==> src/lswc_pkg.sv <==
`timescale 1ns / 1ps

package lswc_pkg;

  localparam int COORD_WIDTH_DEF = 16;

  // Outcode bits
  typedef logic [3:0] ocode_t;
  localparam ocode_t OC_LEFT   = 4'd1;
  localparam ocode_t OC_RIGHT  = 4'd2;
  localparam ocode_t OC_BOTTOM = 4'd4;
  localparam ocode_t OC_TOP    = 4'd8;

  localparam int PASS_W = 4;
  localparam logic [PASS_W-1:0] PASS_LIMIT = 4'd8;

  // Window register indexes
  typedef logic [1:0] reg_idx_t;
  localparam reg_idx_t REG_LEFT   = 2'd0;
  localparam reg_idx_t REG_BOTTOM = 2'd1;
  localparam reg_idx_t REG_RIGHT  = 2'd2;
  localparam reg_idx_t REG_TOP    = 2'd3;

  typedef enum logic [6:0] {
    S_IDLE   = 7'b0000001,
    S_CODE   = 7'b0000010,
    S_MUL    = 7'b0000100,
    S_DSTART = 7'b0001000,
    S_DWAIT  = 7'b0010000,
    S_UPD    = 7'b0100000,
    S_FIN    = 7'b1000000
  } state_t;

endpackage

==> src/lswc_divider.sv <==
`timescale 1ns / 1ps

module lswc_divider #(
  parameter int COORD_WIDTH = lswc_pkg::COORD_WIDTH_DEF
) (
  input  logic                       clk,
  input  logic                       rst_n,
  input  logic                       start,
  input  logic [2*COORD_WIDTH-1:0]   dividend,
  input  logic [COORD_WIDTH-1:0]     divisor,
  output logic                       done,
  output logic [2*COORD_WIDTH-1:0]   quotient
);
  import lswc_pkg::*;

  localparam int CW    = COORD_WIDTH;
  localparam int QW    = 2 * CW;
  localparam int CNT_W = $clog2(QW);
  localparam logic [CNT_W-1:0] CNT_LAST = CNT_W'(QW - 1);

  logic             busy_r, busy_nxt;
  logic             done_r, done_nxt;
  logic [CNT_W-1:0] cnt_r, cnt_nxt;
  logic [CW-1:0]    rem_r, rem_nxt;
  logic [QW-1:0]    quo_r, quo_nxt;
  logic [CW-1:0]    div_r, div_nxt;
  logic [CW:0]      rem_sh;
  logic [CW:0]      trial;

  // One restoring step per cycle, MSB of the dividend first
  always_comb begin
    rem_sh   = {rem_r, quo_r[QW-1]};
    trial    = rem_sh - {1'b0, div_r};
    busy_nxt = busy_r;
    done_nxt = 1'b0;
    cnt_nxt  = cnt_r;
    rem_nxt  = rem_r;
    quo_nxt  = quo_r;
    div_nxt  = div_r;
    if (start) begin
      busy_nxt = 1'b1;
      cnt_nxt  = '0;
      rem_nxt  = '0;
      quo_nxt  = dividend;
      div_nxt  = divisor;
    end else if (busy_r) begin
      if (rem_sh >= {1'b0, div_r}) begin
        rem_nxt = trial[CW-1:0];
        quo_nxt = {quo_r[QW-2:0], 1'b1};
      end else begin
        rem_nxt = rem_sh[CW-1:0];
        quo_nxt = {quo_r[QW-2:0], 1'b0};
      end
      cnt_nxt = cnt_r + 1'b1;
      if (cnt_r == CNT_LAST) begin
        busy_nxt = 1'b0;
        done_nxt = 1'b1;
      end
    end
  end

  always_ff @(posedge clk) begin
    if (!rst_n) begin
      busy_r <= 1'b0;
      done_r <= 1'b0;
      cnt_r  <= '0;
    end else begin
      busy_r <= busy_nxt;
      done_r <= done_nxt;
      cnt_r  <= cnt_nxt;
    end
  end

  always_ff @(posedge clk) begin
    rem_r <= rem_nxt;
    quo_r <= quo_nxt;
    div_r <= div_nxt;
  end

  assign done     = done_r;
  assign quotient = quo_r;

endmodule

==> src/line_segment_window_clipper_core.sv <==
`timescale 1ns / 1ps

// Cohen-Sutherland line clipper. One segment is taken at a time; in_stall stays high
// until its result has been loaded into the output register, so a finished result
// may wait on out_stall while the next segment is already being clipped. Up to 8
// intersection passes are made per segment, each using the shared serial divider,
// which retires one quotient bit per cycle. Rejected segments return zero
// coordinates. Window registers are written through the cfg_ port and must only be
// changed while no segment is in flight.
module line_segment_window_clipper_core #(
  parameter int COORD_WIDTH = lswc_pkg::COORD_WIDTH_DEF
) (
  input  logic                          clk,
  input  logic                          rst_n,
  input  logic                          cfg_valid,
  output logic                          cfg_ready,
  input  lswc_pkg::reg_idx_t            cfg_index,
  input  logic signed [COORD_WIDTH-1:0] cfg_data,
  input  logic                          in_valid,
  output logic                          in_stall,
  input  logic signed [COORD_WIDTH-1:0] in_start_x,
  input  logic signed [COORD_WIDTH-1:0] in_start_y,
  input  logic signed [COORD_WIDTH-1:0] in_end_x,
  input  logic signed [COORD_WIDTH-1:0] in_end_y,
  output logic                          out_valid,
  input  logic                          out_stall,
  output logic                          out_accepted,
  output logic signed [COORD_WIDTH-1:0] out_clip_start_x,
  output logic signed [COORD_WIDTH-1:0] out_clip_start_y,
  output logic signed [COORD_WIDTH-1:0] out_clip_end_x,
  output logic signed [COORD_WIDTH-1:0] out_clip_end_y
);
  import lswc_pkg::*;

  localparam int CW = COORD_WIDTH;
  localparam int QW = 2 * CW;
  localparam int SW = CW + 3;
  localparam logic signed [CW-1:0] C_MAX = {1'b0, {(CW-1){1'b1}}};
  localparam logic signed [CW-1:0] C_MIN = {1'b1, {(CW-1){1'b0}}};
  localparam logic [QW-1:0] Q_LIM = {{(CW-2){1'b0}}, 1'b1, {(CW+1){1'b0}}};
  localparam logic signed [SW-1:0] S_MAX = SW'(C_MAX);
  localparam logic signed [SW-1:0] S_MIN = SW'(C_MIN);

  function automatic ocode_t outcode(
    input logic signed [CW-1:0] x,
    input logic signed [CW-1:0] y,
    input logic signed [CW-1:0] wl,
    input logic signed [CW-1:0] wb,
    input logic signed [CW-1:0] wr,
    input logic signed [CW-1:0] wt
  );
    ocode_t c;
    c = '0;
    if (x < wl)      c = c | OC_LEFT;
    else if (x > wr) c = c | OC_RIGHT;
    if (y < wb)      c = c | OC_BOTTOM;
    else if (y > wt) c = c | OC_TOP;
    return c;
  endfunction

  function automatic logic [CW-1:0] magn(input logic signed [CW:0] v);
    logic [CW:0] m;
    m = v[CW] ? -v : v;
    return m[CW-1:0];
  endfunction

  // window registers
  logic signed [CW-1:0] win_left_r, win_bottom_r, win_right_r, win_top_r;

  state_t state_r, state_nxt;

  logic signed [CW-1:0] x1_r, y1_r, x2_r, y2_r;
  logic [PASS_W-1:0]    pass_r;
  logic                 acc_r;

  // per-pass operands
  logic signed [CW-1:0] base_r, fixed_r;
  logic [CW-1:0]        mspan_r, mnum_r, mden_r;
  logic                 neg_r, dzero_r, move1_r, ybound_r;
  logic [QW-1:0]        prod_r;

  // output register
  logic                 out_valid_r;
  logic                 out_acc_r;
  logic signed [CW-1:0] out_sx_r, out_sy_r, out_ex_r, out_ey_r;

  ocode_t c1, c2, co;
  logic signed [CW:0] dx, dy, n_top, n_bot, n_rgt, n_lft, span, num, den;
  logic signed [CW-1:0] base_sel, fixed_sel;
  logic div_start, div_done;
  logic [QW-1:0] quo;
  logic signed [SW-1:0] q_ext, sum;
  logic signed [CW-1:0] cross_val;
  logic out_free;

  assign cfg_ready = 1'b1;
  assign in_stall  = (state_r != S_IDLE);
  assign out_free  = !out_valid_r || !out_stall;

  always_ff @(posedge clk) begin
    if (!rst_n) begin
      win_left_r   <= '0;
      win_bottom_r <= '0;
      win_right_r  <= C_MAX;
      win_top_r    <= C_MAX;
    end else if (cfg_valid && cfg_ready) begin
      case (cfg_index)
        REG_LEFT:   win_left_r   <= cfg_data;
        REG_BOTTOM: win_bottom_r <= cfg_data;
        REG_RIGHT:  win_right_r  <= cfg_data;
        REG_TOP:    win_top_r    <= cfg_data;
        default:    ;
      endcase
    end
  end

  // outcodes and boundary operands
  always_comb begin
    c1    = outcode(x1_r, y1_r, win_left_r, win_bottom_r, win_right_r, win_top_r);
    c2    = outcode(x2_r, y2_r, win_left_r, win_bottom_r, win_right_r, win_top_r);
    co    = (c1 != '0) ? c1 : c2;
    dx    = (CW+1)'(x2_r) - (CW+1)'(x1_r);
    dy    = (CW+1)'(y2_r) - (CW+1)'(y1_r);
    n_top = (CW+1)'(win_top_r) - (CW+1)'(y1_r);
    n_bot = (CW+1)'(win_bottom_r) - (CW+1)'(y1_r);
    n_rgt = (CW+1)'(win_right_r) - (CW+1)'(x1_r);
    n_lft = (CW+1)'(win_left_r) - (CW+1)'(x1_r);
    if ((co & OC_TOP) != '0) begin
      span = dx; num = n_top; den = dy; base_sel = x1_r; fixed_sel = win_top_r;
    end else if ((co & OC_BOTTOM) != '0) begin
      span = dx; num = n_bot; den = dy; base_sel = x1_r; fixed_sel = win_bottom_r;
    end else if ((co & OC_RIGHT) != '0) begin
      span = dy; num = n_rgt; den = dx; base_sel = y1_r; fixed_sel = win_right_r;
    end else begin
      span = dy; num = n_lft; den = dx; base_sel = y1_r; fixed_sel = win_left_r;
    end
  end

  lswc_divider #(
    .COORD_WIDTH(COORD_WIDTH)
  ) u_div (
    .clk      (clk),
    .rst_n    (rst_n),
    .start    (div_start),
    .dividend (prod_r),
    .divisor  (mden_r),
    .done     (div_done),
    .quotient (quo)
  );

  assign div_start = (state_r == S_DSTART);

  // intersection: base +/- quotient, saturated
  always_comb begin
    q_ext = SW'({1'b0, quo[CW+1:0]});
    sum   = neg_r ? (SW'(base_r) - q_ext) : (SW'(base_r) + q_ext);
    if (dzero_r) begin
      cross_val = base_r;
    end else if (quo > Q_LIM) begin
      cross_val = neg_r ? C_MIN : C_MAX;
    end else if (sum > S_MAX) begin
      cross_val = C_MAX;
    end else if (sum < S_MIN) begin
      cross_val = C_MIN;
    end else begin
      cross_val = sum[CW-1:0];
    end
  end

  always_comb begin
    state_nxt = state_r;
    case (state_r)
      S_IDLE:   if (in_valid) state_nxt = S_CODE;
      S_CODE: begin
        if ((c1 == '0 && c2 == '0) || ((c1 & c2) != '0) || (pass_r >= PASS_LIMIT)) begin
          state_nxt = S_FIN;
        end else begin
          state_nxt = S_MUL;
        end
      end
      S_MUL:    state_nxt = S_DSTART;
      S_DSTART: state_nxt = S_DWAIT;
      S_DWAIT:  if (div_done) state_nxt = S_UPD;
      S_UPD:    state_nxt = S_CODE;
      S_FIN:    if (out_free) state_nxt = S_IDLE;
      default:  state_nxt = S_IDLE;
    endcase
  end

  always_ff @(posedge clk) begin
    if (!rst_n) begin
      state_r     <= S_IDLE;
      out_valid_r <= 1'b0;
      pass_r      <= '0;
      acc_r       <= 1'b0;
    end else begin
      state_r <= state_nxt;
      if (state_r == S_FIN && out_free) begin
        out_valid_r <= 1'b1;
      end else if (!out_stall) begin
        out_valid_r <= 1'b0;
      end
      if (state_r == S_IDLE) begin
        pass_r <= '0;
      end else if (state_r == S_MUL) begin
        pass_r <= pass_r + 1'b1;
      end
      if (state_r == S_CODE) begin
        acc_r <= (c1 == '0) && (c2 == '0);
      end
    end
  end

  always_ff @(posedge clk) begin
    case (state_r)
      S_IDLE: begin
        if (in_valid) begin
          x1_r <= in_start_x;
          y1_r <= in_start_y;
          x2_r <= in_end_x;
          y2_r <= in_end_y;
        end
      end
      S_CODE: begin
        base_r   <= base_sel;
        fixed_r  <= fixed_sel;
        mspan_r  <= magn(span);
        mnum_r   <= magn(num);
        mden_r   <= magn(den);
        neg_r    <= span[CW] ^ num[CW] ^ den[CW];
        dzero_r  <= (den == '0);
        move1_r  <= (c1 != '0);
        ybound_r <= ((co & (OC_TOP | OC_BOTTOM)) != '0);
      end
      S_MUL: begin
        prod_r <= QW'(mspan_r) * QW'(mnum_r);
      end
      S_UPD: begin
        // move the outside endpoint onto the boundary
        if (move1_r) begin
          x1_r <= ybound_r ? cross_val : fixed_r;
          y1_r <= ybound_r ? fixed_r : cross_val;
        end else begin
          x2_r <= ybound_r ? cross_val : fixed_r;
          y2_r <= ybound_r ? fixed_r : cross_val;
        end
      end
      S_FIN: begin
        if (out_free) begin
          out_acc_r <= acc_r;
          out_sx_r  <= acc_r ? x1_r : '0;
          out_sy_r  <= acc_r ? y1_r : '0;
          out_ex_r  <= acc_r ? x2_r : '0;
          out_ey_r  <= acc_r ? y2_r : '0;
        end
      end
      default: ;
    endcase
  end

  assign out_valid        = out_valid_r;
  assign out_accepted     = out_acc_r;
  assign out_clip_start_x = out_sx_r;
  assign out_clip_start_y = out_sy_r;
  assign out_clip_end_x   = out_ex_r;
  assign out_clip_end_y   = out_ey_r;

endmodule
==> config.mk <==
export PLATFORM = sky130hd
export DESIGN_NAME = line_segment_window_clipper_core
export DESIGN_NICKNAME = d
export VERILOG_FILES = /design/src/lswc_pkg.sv /design/src/lswc_divider.sv /design/src/line_segment_window_clipper_core.sv
export SDC_FILE = /design/constraint.sdc
export NUM_CORES = 2
export LEC_CHECK = 0
export BUFFER_PORTS_ARGS = -buffer_cell sky130_fd_sc_hd__buf_2
export CAP_MARGIN = 10
export CORE_MARGIN = 2
export CORE_UTILIZATION = 60
export DETAILED_ROUTE_END_ITERATION = 8
export PLACE_DENSITY = 0.78
export RECOVER_POWER = 100
export REMOVE_ABC_BUFFERS = 1
export SYNTH_ARGS = -nofsm -noshare
export SYNTH_HDL_FRONTEND = slang
export SYNTH_HIERARCHICAL = 1
export SYNTH_SLANG_ARGS = --single-unit
==> constraint.sdc <==
create_clock -name clk -period 20.7 [get_ports clk]
set_input_delay 3.105 -clock clk [delete_from_list [all_inputs] [get_ports clk]]
set_output_delay 3.105 -clock clk [all_outputs]
set_load 0.05 [all_outputs]
==> flow_summary.toml <==
[yosys]
synth-warning-count = 6
ys_types = 93
avgSynthCellArea_sq_um = 9.35
synth_xor_area_share_pct = 4.96
synth_area_sq_um = 34100
synth_area_leaders = "edfxtp_1, fa_1, ha_1, dfxtp_1, inv_1"
ys_ff_latch = 393
synth_top_family_by_area = "adder cells"
async_reset_ff_share_pct = 0
synth_cells = 3643
ys.flop_type = "edfxtp_1"
synthAdderAreaFrac_pct = 23.0
synth_top_area_share_pct = 25.8
synth_compound_area_share_pct = 15.5
synth_edf_count = 293
synth-simple-area-share_pct = 16.1
yosysTopAreaCell = "edfxtp_1"
synthMuxAreaShare_pct = 2.48
seq_area_frac_synth_pct = 31.7

[critical_path]
cp_common_cell = "nor3_1"
cp-startpoint = "y2_r[15]$_DFFE_PP_"
critPathMaxStageDelay_ps = 2590
worstSetupPathType = "flop to flop"
rr_startpoint = "y2_r[15]$_DFFE_PP_"
cp.arrival_ps = 8530
crit_chain = "ha_1 > nand4_1 > nor3_1 > a21boi_0 > nor3_1 > mux2i_1 > a41o_1 > nor3_1 > clkbuf_1 > a31oi_1 > a21oi_1 > nand4_2 > o31ai_1 > xor2_1"
cpMaxStageDelayCell = "clkbuf_1"
cp_top_family = "buffers and inverters"
worstPathRequired_ps = 21080
worstPathBufferInverterCount = 1
cp-end-kind = "flop"
critPathLaunchType = "flop"
worstPathMaxFanout = 76
timing.reg2reg.setup_slack_ps = 12550

[final_layout]
antenna_cells = 0
most-common-layout-cells = "inv_1, nand2_1, ha_1, nor2_1, edfxtp_1"
area_growth_pct = 7.51
drive_gt1_share_pct = 6.21
fin_nets = 4326
filler_cell_count = 4711
layout_commonest_cell = "inv_1"

[timing]
tns_ps = 0
final_hold_viol_count = 0
tightestPinTransition_ps = 3770
max_slew_margin_pct = -151
final-max-slew-violation-count = 559
skew_ps = 32.9
period_minus_slack_ps = 8150
setup_violations = 0
fmax_ghz = 0.123
fin_crit_sh_pct = 39.4
rsz0062_at_grt = "false"

[grt]
grt_pass1_vias = 26800
overflow = 0
grt_pass1_wl_microns = 159000
grt_antenna_before_repair = 1
grtUsageTotal_pct = 35.4
grt_max_degree = 83

[route]
drtIter0Drc = 3089
vias_per_cell = 6.18
remaining_drc_errors = 0
first_pass_iters = 6
route.vias.total = 27900
wl_per_cell_microns = 23.2
drt_wl_total_microns = 105000
ant_nets = 0

[clock_network]
clk_pin_slew_ps = 60
clkLatencyLatePin_ps = 610
cts_setup_buffers = 0
numCtsBuffers = 43
cts_tree = "yes"
cts_resized = 0
postCtsHoldBufs = 0
cts_sinks = 393
cts-root-buf = "clkbuf_16"
cts_buffer_depth = 3
cts_max_level = 2

[run]
cap_violations = 12

[floorplan]
core_sq_um = 56300
num_rows = 87
ios = 155
start_util_pct = 60.5
die_h_microns = 242
dieArea_sq_um = 58700
die_w_microns = 242

[placed_design]
globalplace.congestion = 1.04
io_buffer_count = 153
hpwlAfterDp_microns = 81800

[min_path]
holdCritStartpoint = "mden_r[4]$_DFFE_PP_"
hold_class = "flop to flop"

[outcome]
status = "finished with violations"
violations = "max-capacitance violations, max-slew violations"
-- metal layers --
metal / up-vias / GRT usage [%] / routed length (microns)
li1: 12800 / - / -
met1: 13400 / 48.7 / 43200
met2: 1427 / 54.4 / 45700
met3: 282 / 6.29 / 9910
met4: 0 / 17.0 / 6200
met5: - / 0 / 0
-- stage by stage --
stage	hold slack (ps)	area [sq um]	setup WS [ps]	util (%)	instances
2_1_floorplan	400	33500	13910	-	3510
3_3_place_gp	403	35500	13020	63.0	4444
3_5_place_dp	405	35500	12920	63.0	4444
4_1_cts	419	36800	12850	65.5	4522
5_1_grt	429	36600	12430	65.1	4522
6_report	418	36600	12550	65.1	4522
-- cell usage after synthesis (55+ instances only) --
cell	count
o21ai_0	126
o211ai_1	57
a21oi_1	175
inv_1	418
ha_1	304
fa_1	202
and2_1	165
dfxtp_1	100
a21o_1	55
clkbuf_1	100
xnor2_1	121
xor2_1	72
edfxtp_1	293
nand2_1	387
nor2_1	297
o21a_1	59
-- final timing paths --
path,depth (start not counted),to
worst max-delay path,14,mnum_r[15]$_DFFE_PP_
worst min-delay path,0,u_div/div_r[4]$_DFFE_PP_
worst max register to register,14,mnum_r[15]$_DFFE_PP_
worst min register to register,0,u_div/div_r[4]$_DFFE_PP_
-- final cells by class --
cell class              count  area [sq um]  share of cell area, %
inverters                 419          1570                   4.29
repair buffers            178           818                   2.23
clock inverters            24           249                  0.680
multi-input cells        2698         21100                   57.7
flip-flops and latches    393         10800                   29.5
clock buffers              54          1120                   3.05
well taps                 756           946                   2.58
-- kinds of logic after synthesis --
kind of cell	count (synthesis)
other	1
AOI/OAI and AO/OA	768
adders and majority gates	506
buffers and inverters	552
muxes	79
and+or+nand+nor	1151
DFF	393
xor gates and xnor gates	193
-- worst register-to-register path, stage by stage, from the launching register on --
cell,delay (ps)
edfxtp_1,540
ha_1,500
nand4_1,250
nor3_1,470
a21boi_0,470
nor3_1,140
mux2i_1,210
a41o_1,370
nor3_1,270
clkbuf_1,2590
a31oi_1,730
a21oi_1,580
nand4_2,180
o31ai_1,350
xor2_1,290
Power is left out: the tool's default activity adds up to more than one toggle a clock period on the data nets, which glitch-free logic cannot reach.
